`src/hw/rtl/amt_pkg.sv`:
```
// ----------------------------------------------------------------------------
// amt_pkg
// Shared types and codes for the ip-to-mac address table: op codes, status
// codes, scan sequencer states and the bundles passed between modules.
// ----------------------------------------------------------------------------
package amt_pkg;

  // operation codes carried on the input channel
  localparam logic [1:0] OP_LOOKUP = 2'd0;
  localparam logic [1:0] OP_ADD    = 2'd1;
  localparam logic [1:0] OP_REMOVE = 2'd2;

  // result status codes
  localparam logic STATUS_OK   = 1'b0;
  localparam logic STATUS_FAIL = 1'b1;

  // scan sequencer states
  typedef enum logic [1:0] {
    ST_CLEAR,
    ST_IDLE,
    ST_SCAN,
    ST_RESP
  } amt_state_t;

  // table write request (index travels on its own port, its width follows ENTRIES)
  typedef struct packed {
    logic        en;
    logic        mac_en;
    logic [31:0] ip;
    logic [47:0] mac;
  } amt_wr_t;

  // one result transaction
  typedef struct packed {
    logic        status;
    logic [47:0] mac;
  } amt_res_t;

endpackage

```
`src/hw/rtl/amt_scan.sv`:
```
// ----------------------------------------------------------------------------
// amt_scan
// Scan sequencer: clears the table after reset, then runs one operation at a
// time as a pipelined walk over the entries through a single key comparator.
// ----------------------------------------------------------------------------
module amt_scan #(
  parameter int ENTRIES = 128
) (
  input  logic                                                   clk,
  input  logic                                                   rst_n,
  input  logic                                                   start,
  input  logic [1:0]                                             op,
  input  logic [31:0]                                            key,
  input  logic [47:0]                                            mac,
  output logic                                                   ready,
  output logic [((ENTRIES > 1) ? $clog2(ENTRIES) : 1)-1:0]       rd_idx,
  input  logic [31:0]                                            rd_ip,
  input  logic [47:0]                                            rd_mac,
  output amt_pkg::amt_wr_t                                       wr,
  output logic [((ENTRIES > 1) ? $clog2(ENTRIES) : 1)-1:0]       wr_idx,
  output logic                                                   res_valid,
  output amt_pkg::amt_res_t                                      res,
  input  logic                                                   res_ready
);
  import amt_pkg::*;

  localparam int AW = (ENTRIES > 1) ? $clog2(ENTRIES) : 1;
  localparam logic [AW:0] CNT_END  = (AW + 1)'(ENTRIES);
  localparam logic [AW:0] CNT_LAST = (AW + 1)'(ENTRIES - 1);

  amt_state_t    state_r, state_nxt;
  logic [AW:0]   cnt_r, cnt_nxt;
  logic [1:0]    op_r;
  logic [31:0]   key_r;
  logic [47:0]   mac_r;
  logic          rd_vld_r, rd_vld_nxt;
  logic          rd_last_r, rd_last_nxt;
  logic [AW-1:0] rd_idx_r;
  amt_res_t      res_r, res_nxt;

  logic ip_eq, ip_free, stop_hit, rm_hit, scan_end, issue;

  // shared comparator on the entry just read
  always_comb begin
    ip_eq    = (rd_ip == key_r);
    ip_free  = (rd_ip == 32'd0);
    stop_hit = 1'b0;
    rm_hit   = 1'b0;
    case (op_r)
      OP_LOOKUP: stop_hit = rd_vld_r && ip_eq;
      OP_ADD:    stop_hit = rd_vld_r && (ip_eq || ip_free);
      OP_REMOVE: rm_hit   = rd_vld_r && ip_eq;
      default:   stop_hit = 1'b0;
    endcase
    scan_end = stop_hit || (rd_vld_r && rd_last_r);
  end

  // next state
  always_comb begin
    state_nxt = state_r;
    case (state_r)
      ST_CLEAR: if (cnt_r == CNT_LAST) state_nxt = ST_IDLE;
      ST_IDLE:  if (start) state_nxt = ST_SCAN;
      ST_SCAN:  if (scan_end) state_nxt = ST_RESP;
      ST_RESP:  if (res_ready) state_nxt = ST_IDLE;
      default:  state_nxt = ST_IDLE;
    endcase
  end

  // sequencer outputs and datapath control
  always_comb begin
    ready       = 1'b0;
    res_valid   = 1'b0;
    issue       = 1'b0;
    cnt_nxt     = cnt_r;
    wr          = '0;
    wr_idx      = rd_idx_r;
    res_nxt     = res_r;
    case (state_r)
      ST_CLEAR: begin
        wr.en     = 1'b1;
        wr.mac_en = 1'b1;
        wr_idx    = cnt_r[AW-1:0];
        cnt_nxt   = (cnt_r == CNT_LAST) ? '0 : cnt_r + 1'b1;
      end
      ST_IDLE: begin
        ready   = 1'b1;
        cnt_nxt = '0;
      end
      ST_SCAN: begin
        issue = !stop_hit && (cnt_r < CNT_END);
        if (issue) begin
          cnt_nxt = cnt_r + 1'b1;
        end
        // add writes the claimed entry, remove frees each match
        if (stop_hit && (op_r == OP_ADD)) begin
          wr.en     = 1'b1;
          wr.mac_en = 1'b1;
          wr.ip     = key_r;
          wr.mac    = mac_r;
        end else if (rm_hit) begin
          wr.en = 1'b1;
        end
        if (stop_hit) begin
          res_nxt.status = STATUS_OK;
          res_nxt.mac    = (op_r == OP_LOOKUP) ? rd_mac : 48'd0;
        end else begin
          res_nxt.status = (op_r == OP_REMOVE) ? STATUS_OK : STATUS_FAIL;
          res_nxt.mac    = 48'd0;
        end
      end
      ST_RESP: begin
        res_valid = 1'b1;
      end
      default: begin
        ready = 1'b0;
      end
    endcase
    rd_vld_nxt  = issue;
    rd_last_nxt = issue && (cnt_r == CNT_LAST);
  end

  assign rd_idx = cnt_r[AW-1:0];
  assign res    = res_r;

  // control registers
  always_ff @(posedge clk) begin
    if (!rst_n) begin
      state_r   <= ST_CLEAR;
      cnt_r     <= '0;
      rd_vld_r  <= 1'b0;
      rd_last_r <= 1'b0;
    end else begin
      state_r   <= state_nxt;
      cnt_r     <= cnt_nxt;
      rd_vld_r  <= rd_vld_nxt;
      rd_last_r <= rd_last_nxt;
    end
  end

  // operation and pipeline payload
  always_ff @(posedge clk) begin
    if (start && ready) begin
      op_r  <= op;
      key_r <= key;
      mac_r <= mac;
    end
    rd_idx_r <= cnt_r[AW-1:0];
    if (state_r == ST_SCAN && scan_end) begin
      res_r <= res_nxt;
    end
  end

endmodule

```
`config.mk`:
```
export PLATFORM = sky130hd
export DESIGN_NAME = amt_scan
export DESIGN_NICKNAME = d
export VERILOG_FILES = /design/src/hw/rtl/amt_pkg.sv /design/src/hw/rtl/amt_scan.sv
export SDC_FILE = /design/constraint.sdc
export NUM_CORES = 1
export LEC_CHECK = 0
export BUFFER_PORTS_ARGS = -buffer_cell sky130_fd_sc_hd__clkbuf_2
export CELL_PAD_IN_SITES_DETAIL_PLACEMENT = 1
export CELL_PAD_IN_SITES_GLOBAL_PLACEMENT = 1
export CORE_UTILIZATION = 37
export CTS_BUF_LIST = sky130_fd_sc_hd__clkbuf_4
export DETAILED_ROUTE_END_ITERATION = 7
export MAX_ROUTING_LAYER = met4
export PLACE_DENSITY = 0.93
export SLEW_MARGIN = 15
export SYNTH_ARGS = -nofsm -noshare
export SYNTH_HDL_FRONTEND = slang
export SYNTH_SLANG_ARGS = --single-unit
```
`constraint.sdc`:
```
create_clock -name clk -period 4 [get_ports clk]
set_input_delay 0.2 -clock clk [delete_from_list [all_inputs] [get_ports clk]]
set_output_delay 0.2 -clock clk [all_outputs]
set_load 0.01 [all_outputs]
```
==> impl_metrics.json, run 1 <==
{
  "numCtsBuffers": 17,
  "synth_edf_count": 131,
  "dp_hpwl_um": 15200,
  "cp-end-kind": "output port",
  "synthCells": 451,
  "setup_viol": 0,
  "synth-seq-cells": 150,
  "wl_per_cell_um": 21.4,
  "first_global_vias": 6259,
  "fmax_ghz": 0.269,
  "cts_tree": "done",
  "cts_htree_levels": 4,
  "num_rows": 47,
  "fillCellCount": 1793,
  "irDropWorstVdd_uv": 169,
  "synth_most_common_cell": "edfxtp_1",
  "fin_skew_ns": 0.0281,
  "viasPerCell": 4.92,
  "clk_path_buf_depth": 2,
  "top_usage_layer": "met2",
  "cap_violations": 0,
  "holdCritPathClass": "input port to flop",
  "clk_pin_slew_worst_paths_ns": 0.13,
  "grt-ovfl-total": 0,
  "cp_max_fo": 43,
  "multi_input_area_mm2": 0.00191,
  "ys_types": 43,
  "required_ns": 3.80,
  "synth_area_mm2": 0.00642,
  "ys.flop_type": "edfxtp_1",
  "async_reset_ff_frac": 0,
  "timing.final.ws_setup_ns": 0.280,
  "grt_util_met1": 0.289,
  "power_density_mw_per_mm2": 369,
  "synth_top_area_frac": 0.613,
  "grt_max_degree": 50,
  "die-area_mm2": 0.0179,
  "drv_slew": 0,
  "clk-insertion-delay-late_ns": 0.56,
  "min_period_over_period": 0.930,
  "use_met3": 0.0807,
  "netlist_top_cells_area": "edfxtp_1 61%, and2_1 13%, dfxtp_1 5.9%, xor2_1 4.4%, nor4_1 1.8%",
  "hold_ws_ns": 0.236,
  "yosys_warnings": 0,
  "place.gp.congestion": 0.868,
  "yosys-top-cells-count": "131 x edfxtp_1, 130 x and2_1, 32 x xor2_1, 19 x dfxtp_1, 18 x nor4_1",
  "critical-path-max-stage-delay_ns": 0.53,
  "die_x_um": 134,
  "tns_ns": 0,
  "grt_setup_unrepaired": "false",
  "drc": 0,
  "cts_setup_buffers": 0,
  "die_h_um": 134,
  "critical_path_class": "flop to output port",
  "drt-total-wl_um": 24100,
  "nNetsFinal": 1067,
  "port-buffer-count": 312,
  "synth_fp_nets": 624,
  "grt_pass1_wl_um": 36100,
  "use_met2": 0.503,
  "start_util": 0.383,
  "drive_gt1_frac": 0.405,
  "first_pass_iters": 4,
  "track_usage": 0.284,
  "seq_area_mm2": 0.00431,
  "drt_iter0_drc": 215,
  "io_pins": 313,
  "postSynthAreaPerCell_um2": 14.2,
  "detail-route-antenna-nets": 0,
  "area_delta_synth_final_pct": 51.8,
  "finalCriticalPeriod_ns": 3.72,
  "slew_headroom": 0.579,
  "tightest_slew_ns": 0.615,
  "vias": 5555,
  "root_buffer": "clkbuf_4",
  "p_leak_nw": 4.35,
  "path_cells": "xor2_1 -> nor4_1 -> nand4_1 -> o21ai_0 -> and4_4 -> buf_12 -> and2_1 -> clkbuf_2",
  "cp.arrival_ns": 3.52,
  "cp_top_family": "simple AND/OR/NAND/NOR gates",
  "cts_sinks": 150,
  "seq_area_frac_synth": 0.672,
  "core-area_mm2": 0.0168,
  "antenna_found_initial": 1,
  "start_kind": "flop",
  "finalHoldViolations": 0,
  "status": "finished clean",
  "cpMaxStageDelayCell": "and4_4",
  "critPathBufInv": 2,
  "synth_area_leader_cell": "edfxtp_1",
  "post-place-ws_ns": 0.706
}
==> per-stage QoR <==
stage	std cells	power, mW	cell area [um2]	util
after CTS	1127	3.59	9750	0.582
after floorplan	451	2.25	6420	-
after global placement	964	2.44	8130	0.485
after global routing	1128	3.74	9750	0.582
final	1128	3.59	9750	0.582
after detailed placement	964	2.47	8130	0.485
==> routing by layer <==
layer / wire length [um] / vias up
met2: 12700 / 294
met4: 798 / 0
met3: 1800 / 64
met1: 8860 / 2696
met5: 0 / -
li1: - / 2501
==> worst reg2reg max path: cells and delay by family (launching register included) <==
kind                   cells  cell delay, ns
AO/OA/AOI/OAI              2            0.38
buffers and inverters      1            0.50
AND/OR/NAND/NOR            3            1.12
XOR/XNOR                   1            0.20
flip-flops                 1            0.49
==> registers in the layout, summed over array words and instances (netlist names) <==
| register | flops |
|---|---|
| res | 49 |
| mac_r | 48 |
| key_r | 32 |
| cnt_r | 8 |
| rd_idx_r | 7 |
| op_r | 2 |
| state_r | 2 |
| rd_last_r | 1 |
| rd_vld_r | 1 |
==> layout by cell type (no fill, tap or decap), drive strengths merged, types with 7 or more instances in the layout <==
cell / n
nor4: 19
ha: 7
and2: 130
dlygate4sd3: 131
edfxtp: 131
inv: 10
a21oi: 7
clkbuf: 330
nor2: 7
nand2: 8
xor2: 32
dfxtp: 19
mux2: 8
==> worst paths after layout <==
check / startpoint / to / slack [ns] / depth (start not counted)
worst max-delay path: key_r[1]$_DFFE_PP_ / wr[73] / 0.28 / 8
worst min-delay path: res_ready / state_r[1]$_SDFFE_PN0P_ / 0.24 / 6
worst max register to register: key_r[1]$_DFFE_PP_ / res[42]$_SDFFCE_PN0P_ / 0.95 / 7
worst min register to register: cnt_r[6]$_SDFFE_PN0P_ / rd_idx_r[6]$_DFF_P_ / 0.43 / 0
==> what timing repair did <==
item                                    CTS  global route
gates resized for setup                   0             1
hold endpoints to repair                136             0
endpoints found under the setup margin    0            40
hold buffers                            131             0
==> report_power, final <==
group	switching (mW)	internal, mW	leakage, nW
registers	0.0884	1.86	1.46
logic	0.314	0.295	2.73
clock network	0.589	0.445	0.158
==> cell type report <==
type                    instances  area share
flip-flops and latches        150       0.442
repair buffers                448       0.300
multi-input cells             271       0.196
well taps                     220      0.0282
clock inverters                14      0.0175
clock buffers                  18      0.0139
inverters                       6     0.00231
diodes                          1    0.000257
==> logic make-up after synthesis <==
family	after synthesis	synth area share
and+or+nand+nor	191	0.183
DFF	150	0.672
xor gates and xnor gates	32	0.0436
AOI/OAI and AO/OA	31	0.0374
buffers and inverters	30	0.0335
muxes	10	0.0171
adders and majority gates	7	0.0136
(Power assumes the default switching activity.)
==> run 2: changes to the inputs <==
- ABC_AREA: unset -> 1
- CORE_UTILIZATION: 37 -> 35
- PLACE_DENSITY: 0.93 -> 0.92
- RECOVER_POWER: unset -> 50
==> run 2 against run 1 <==
Against the previous run: the flow now finishes with violations (max-capacitance violations, max-slew violations); register-to-register slack worse by 0.15 ns; cell area rose by 2.4%; final cell count increased by 24%; critical endpoint is now wr[26]; largest power group unchanged.
==> impl_metrics.json, run 2 <==
{
  "timing.rr.end": "key_r[3]$_DFFE_PP_",
  "finalCriticalPeriod_ns": 3.41,
  "min_path_cells": 5,
  "place.gp.congestion": 0.871,
  "cpMaxStageDelayCell": "edfxtp_1",
  "die-area_mm2": 0.0198,
  "comb_power_share": 0.153,
  "wl_per_cell_um": 19.0,
  "die_h_um": 141,
  "vias": 6549,
  "crit_end": "wr[26]",
  "drt_iter0_drc": 208,
  "ys_types": 30,
  "postCtsHoldBufs": 131,
  "detail-route-antenna-nets": 0,
  "p_leak_nw": 4.67,
  "area_delta_synth_final_pct": 48.1,
  "final_cell_mix": "238 x clkbuf_2, 165 x nor2_1, 159 x inv_1",
  "cts_setup_buffers": 0,
  "synth-seq-cells": 150,
  "r2r_setup_slack_ns": 0.80,
  "dp_hpwl_um": 16300,
  "min_period_over_period": 0.853,
  "critical_path_class": "flop to output port",
  "dp.cells": 1229,
  "core-area_mm2": 0.0188,
  "num_rows": 50,
  "cts_sinks": 150,
  "cts_tree": "done",
  "viasPerCell": 4.69,
  "cp.depth": 11,
  "total_power_mw": 3.31,
  "synth_top_area_frac": 0.584,
  "stdcell_count": 1396,
  "layout_commonest_cell": "clkbuf_2",
  "die_x_um": 141,
  "required_ns": 3.80,
  "cp_top_family": "simple AND/OR/NAND/NOR gates",
  "cp_max_fo": 67,
  "async_reset_ff_frac": 0,
  "finalHoldViolations": 0,
  "fin_area_mm2": 0.00998,
  "synth_most_common_cell": "nor2_1",
  "power_density_mw_per_mm2": 331,
  "clk_path_buf_depth": 2,
  "nNetsFinal": 1318,
  "tns_ns": 0,
  "critPathBufInv": 2,
  "cts_htree_levels": 4,
  "synthCells": 703,
  "critical-path-max-stage-delay_ns": 0.45,
  "start_util": 0.359,
  "drv_slew": 56,
  "tightest_slew_ns": 2.23,
  "grt_pass1_wl_um": 40000,
  "clk_pin_slew_worst_paths_ns": 0.16,
  "violations": "max-capacitance violations, max-slew violations",
  "fin_skew_ns": 0.0441,
  "drt-total-wl_um": 26500,
  "first_pass_iters": 6,
  "io_pins": 313,
  "start_kind": "flop",
  "timing.final.ws_setup_ns": 0.589,
  "seq_area_frac_synth": 0.640,
  "p_sw_frac": 0.302,
  "cp.arrival_ns": 3.21,
  "dpl-instance-area_mm2": 0.00850,
  "largest_register_ffs": 49,
  "ff2ff_path_depth": 5,
  "irDropWorstVdd_uv": 236,
  "track_usage": 0.280,
  "grt_setup_unrepaired": "false",
  "clk-insertion-delay-late_ns": 0.58,
  "grt_max_degree": 68,
  "hold_ws_ns": 0.167,
  "ys.flop_type": "edfxtp_1",
  "cp-end-kind": "output port",
  "holdCritPathClass": "input port to flop",
  "cp_common_cell": "nand2_1",
  "antenna_found_initial": 3,
  "grt-ovfl-total": 0,
  "synth_area_leader_cell": "edfxtp_1",
  "first_global_vias": 7411,
  "yosys_warnings": 0,
  "pwr-share-clk": 0.289,
  "drc": 0,
  "root_buffer": "clkbuf_4",
  "cap_violations": 1,
  "setup.worst_path.start": "key_r[13]$_DFFE_PP_",
  "postSynthAreaPerCell_um2": 9.59,
  "seq_power_share": 0.557,
  "drive_gt1_frac": 0.250,
  "slew_headroom": -0.487,
  "reg2reg_from": "state_r[1]$_SDFFE_PN0P_",
  "port-buffer-count": 312,
  "status": "finished with violations",
  "post-place-ws_ns": 1.22,
  "fmax_ghz": 0.293,
  "setup_viol": 0,
  "path_cells": "xnor2_1 -> nand2_1 -> nor2_1 -> nand2_1 -> nor2_1 -> nand2_1 -> nand2_1 -> nand3_2 -> buf_4 -> nor2_1 -> clkbuf_2",
  "synth_edf_count": 131,
  "p_sw_mw": 0.999,
  "utilization": 0.532,
  "cts.repair.resized": 0,
  "netlist_top_cells_area": "edfxtp_1 58%, nor2_1 9.2%, inv_1 8.9%, nand2_1 6.4%, dfxtp_1 5.6%",
  "numCtsBuffers": 17,
  "yosys-top-cells-count": "165 x nor2_1, 160 x inv_1, 131 x edfxtp_1, 115 x nand2_1, 20 x xnor2_1",
  "synth_area_mm2": 0.00674,
  "p_int_mw": 2.31,
  "synth_fp_nets": 876
}
==> run 2: layer usage <==
metal	track usage	up-vias	routed length [um]
met5	-	-	0
met4	0.172	0	1490
met3	0.0574	110	1200
met2	0.504	271	14100
met1	0.276	3137	9720
li1	-	3031	-
==> run 2: how the worst min path moves through the flow <==
stage          slack [ns]       from                       to
2_1_floorplan        0.30     key[0]       key_r[0]$_DFFE_PP_
3_3_place_gp         0.38    mac[31]      mac_r[31]$_DFFE_PP_
3_5_place_dp         0.38    mac[45]      mac_r[45]$_DFFE_PP_
4_1_cts              0.13  res_ready  state_r[1]$_SDFFE_PN0P_
5_1_grt              0.17  res_ready  state_r[1]$_SDFFE_PN0P_
6_report             0.17  res_ready  state_r[1]$_SDFFE_PN0P_
==> run 2: cell families (layout without fill, tap and decap cells) <==
group                    after synthesis  after routing  share of synthesized area
AO/OA/AOI/OAI                         22             22                     0.0178
XOR/XNOR                              23             23                     0.0299
adder cells (fa/ha/maj)                7              7                     0.0130
buffers and inverters                188            643                      0.110
flip-flops                           150            150                      0.640
other                                  0              4                          0
AND/OR/NAND/NOR                      313            313                      0.189
==> run 2: power groups by stage <==
stage / Clock, mW / Sequential [mW] / Combinational, mW
finish: 0.957 / 1.84 / 0.508
CTS: 0.959 / 1.84 / 0.498
global placement: 0 / 1.87 / 0.366
global route: 1.03 / 1.85 / 0.555
floorplan: 0 / 1.86 / 0.214
detailed placement: 0 / 1.87 / 0.389
==> run 2: cell type report <==
type	count	area [um2]
sequential	150	4310
clock inverter	14	131
fill	2270	8780
antenna	4	10.0
inverter	164	616
multi-input combinational	365	1670
clock buffer	18	135
timing repair buffer	447	2810
tap	234	293
==> run 2: worst min-delay path, stage by stage <==
cell,delay (ns)
clkbuf_2,0.08
o22ai_1,0.12
a21oi_1,0.11
nand3_1,0.10
a21oi_1,0.07
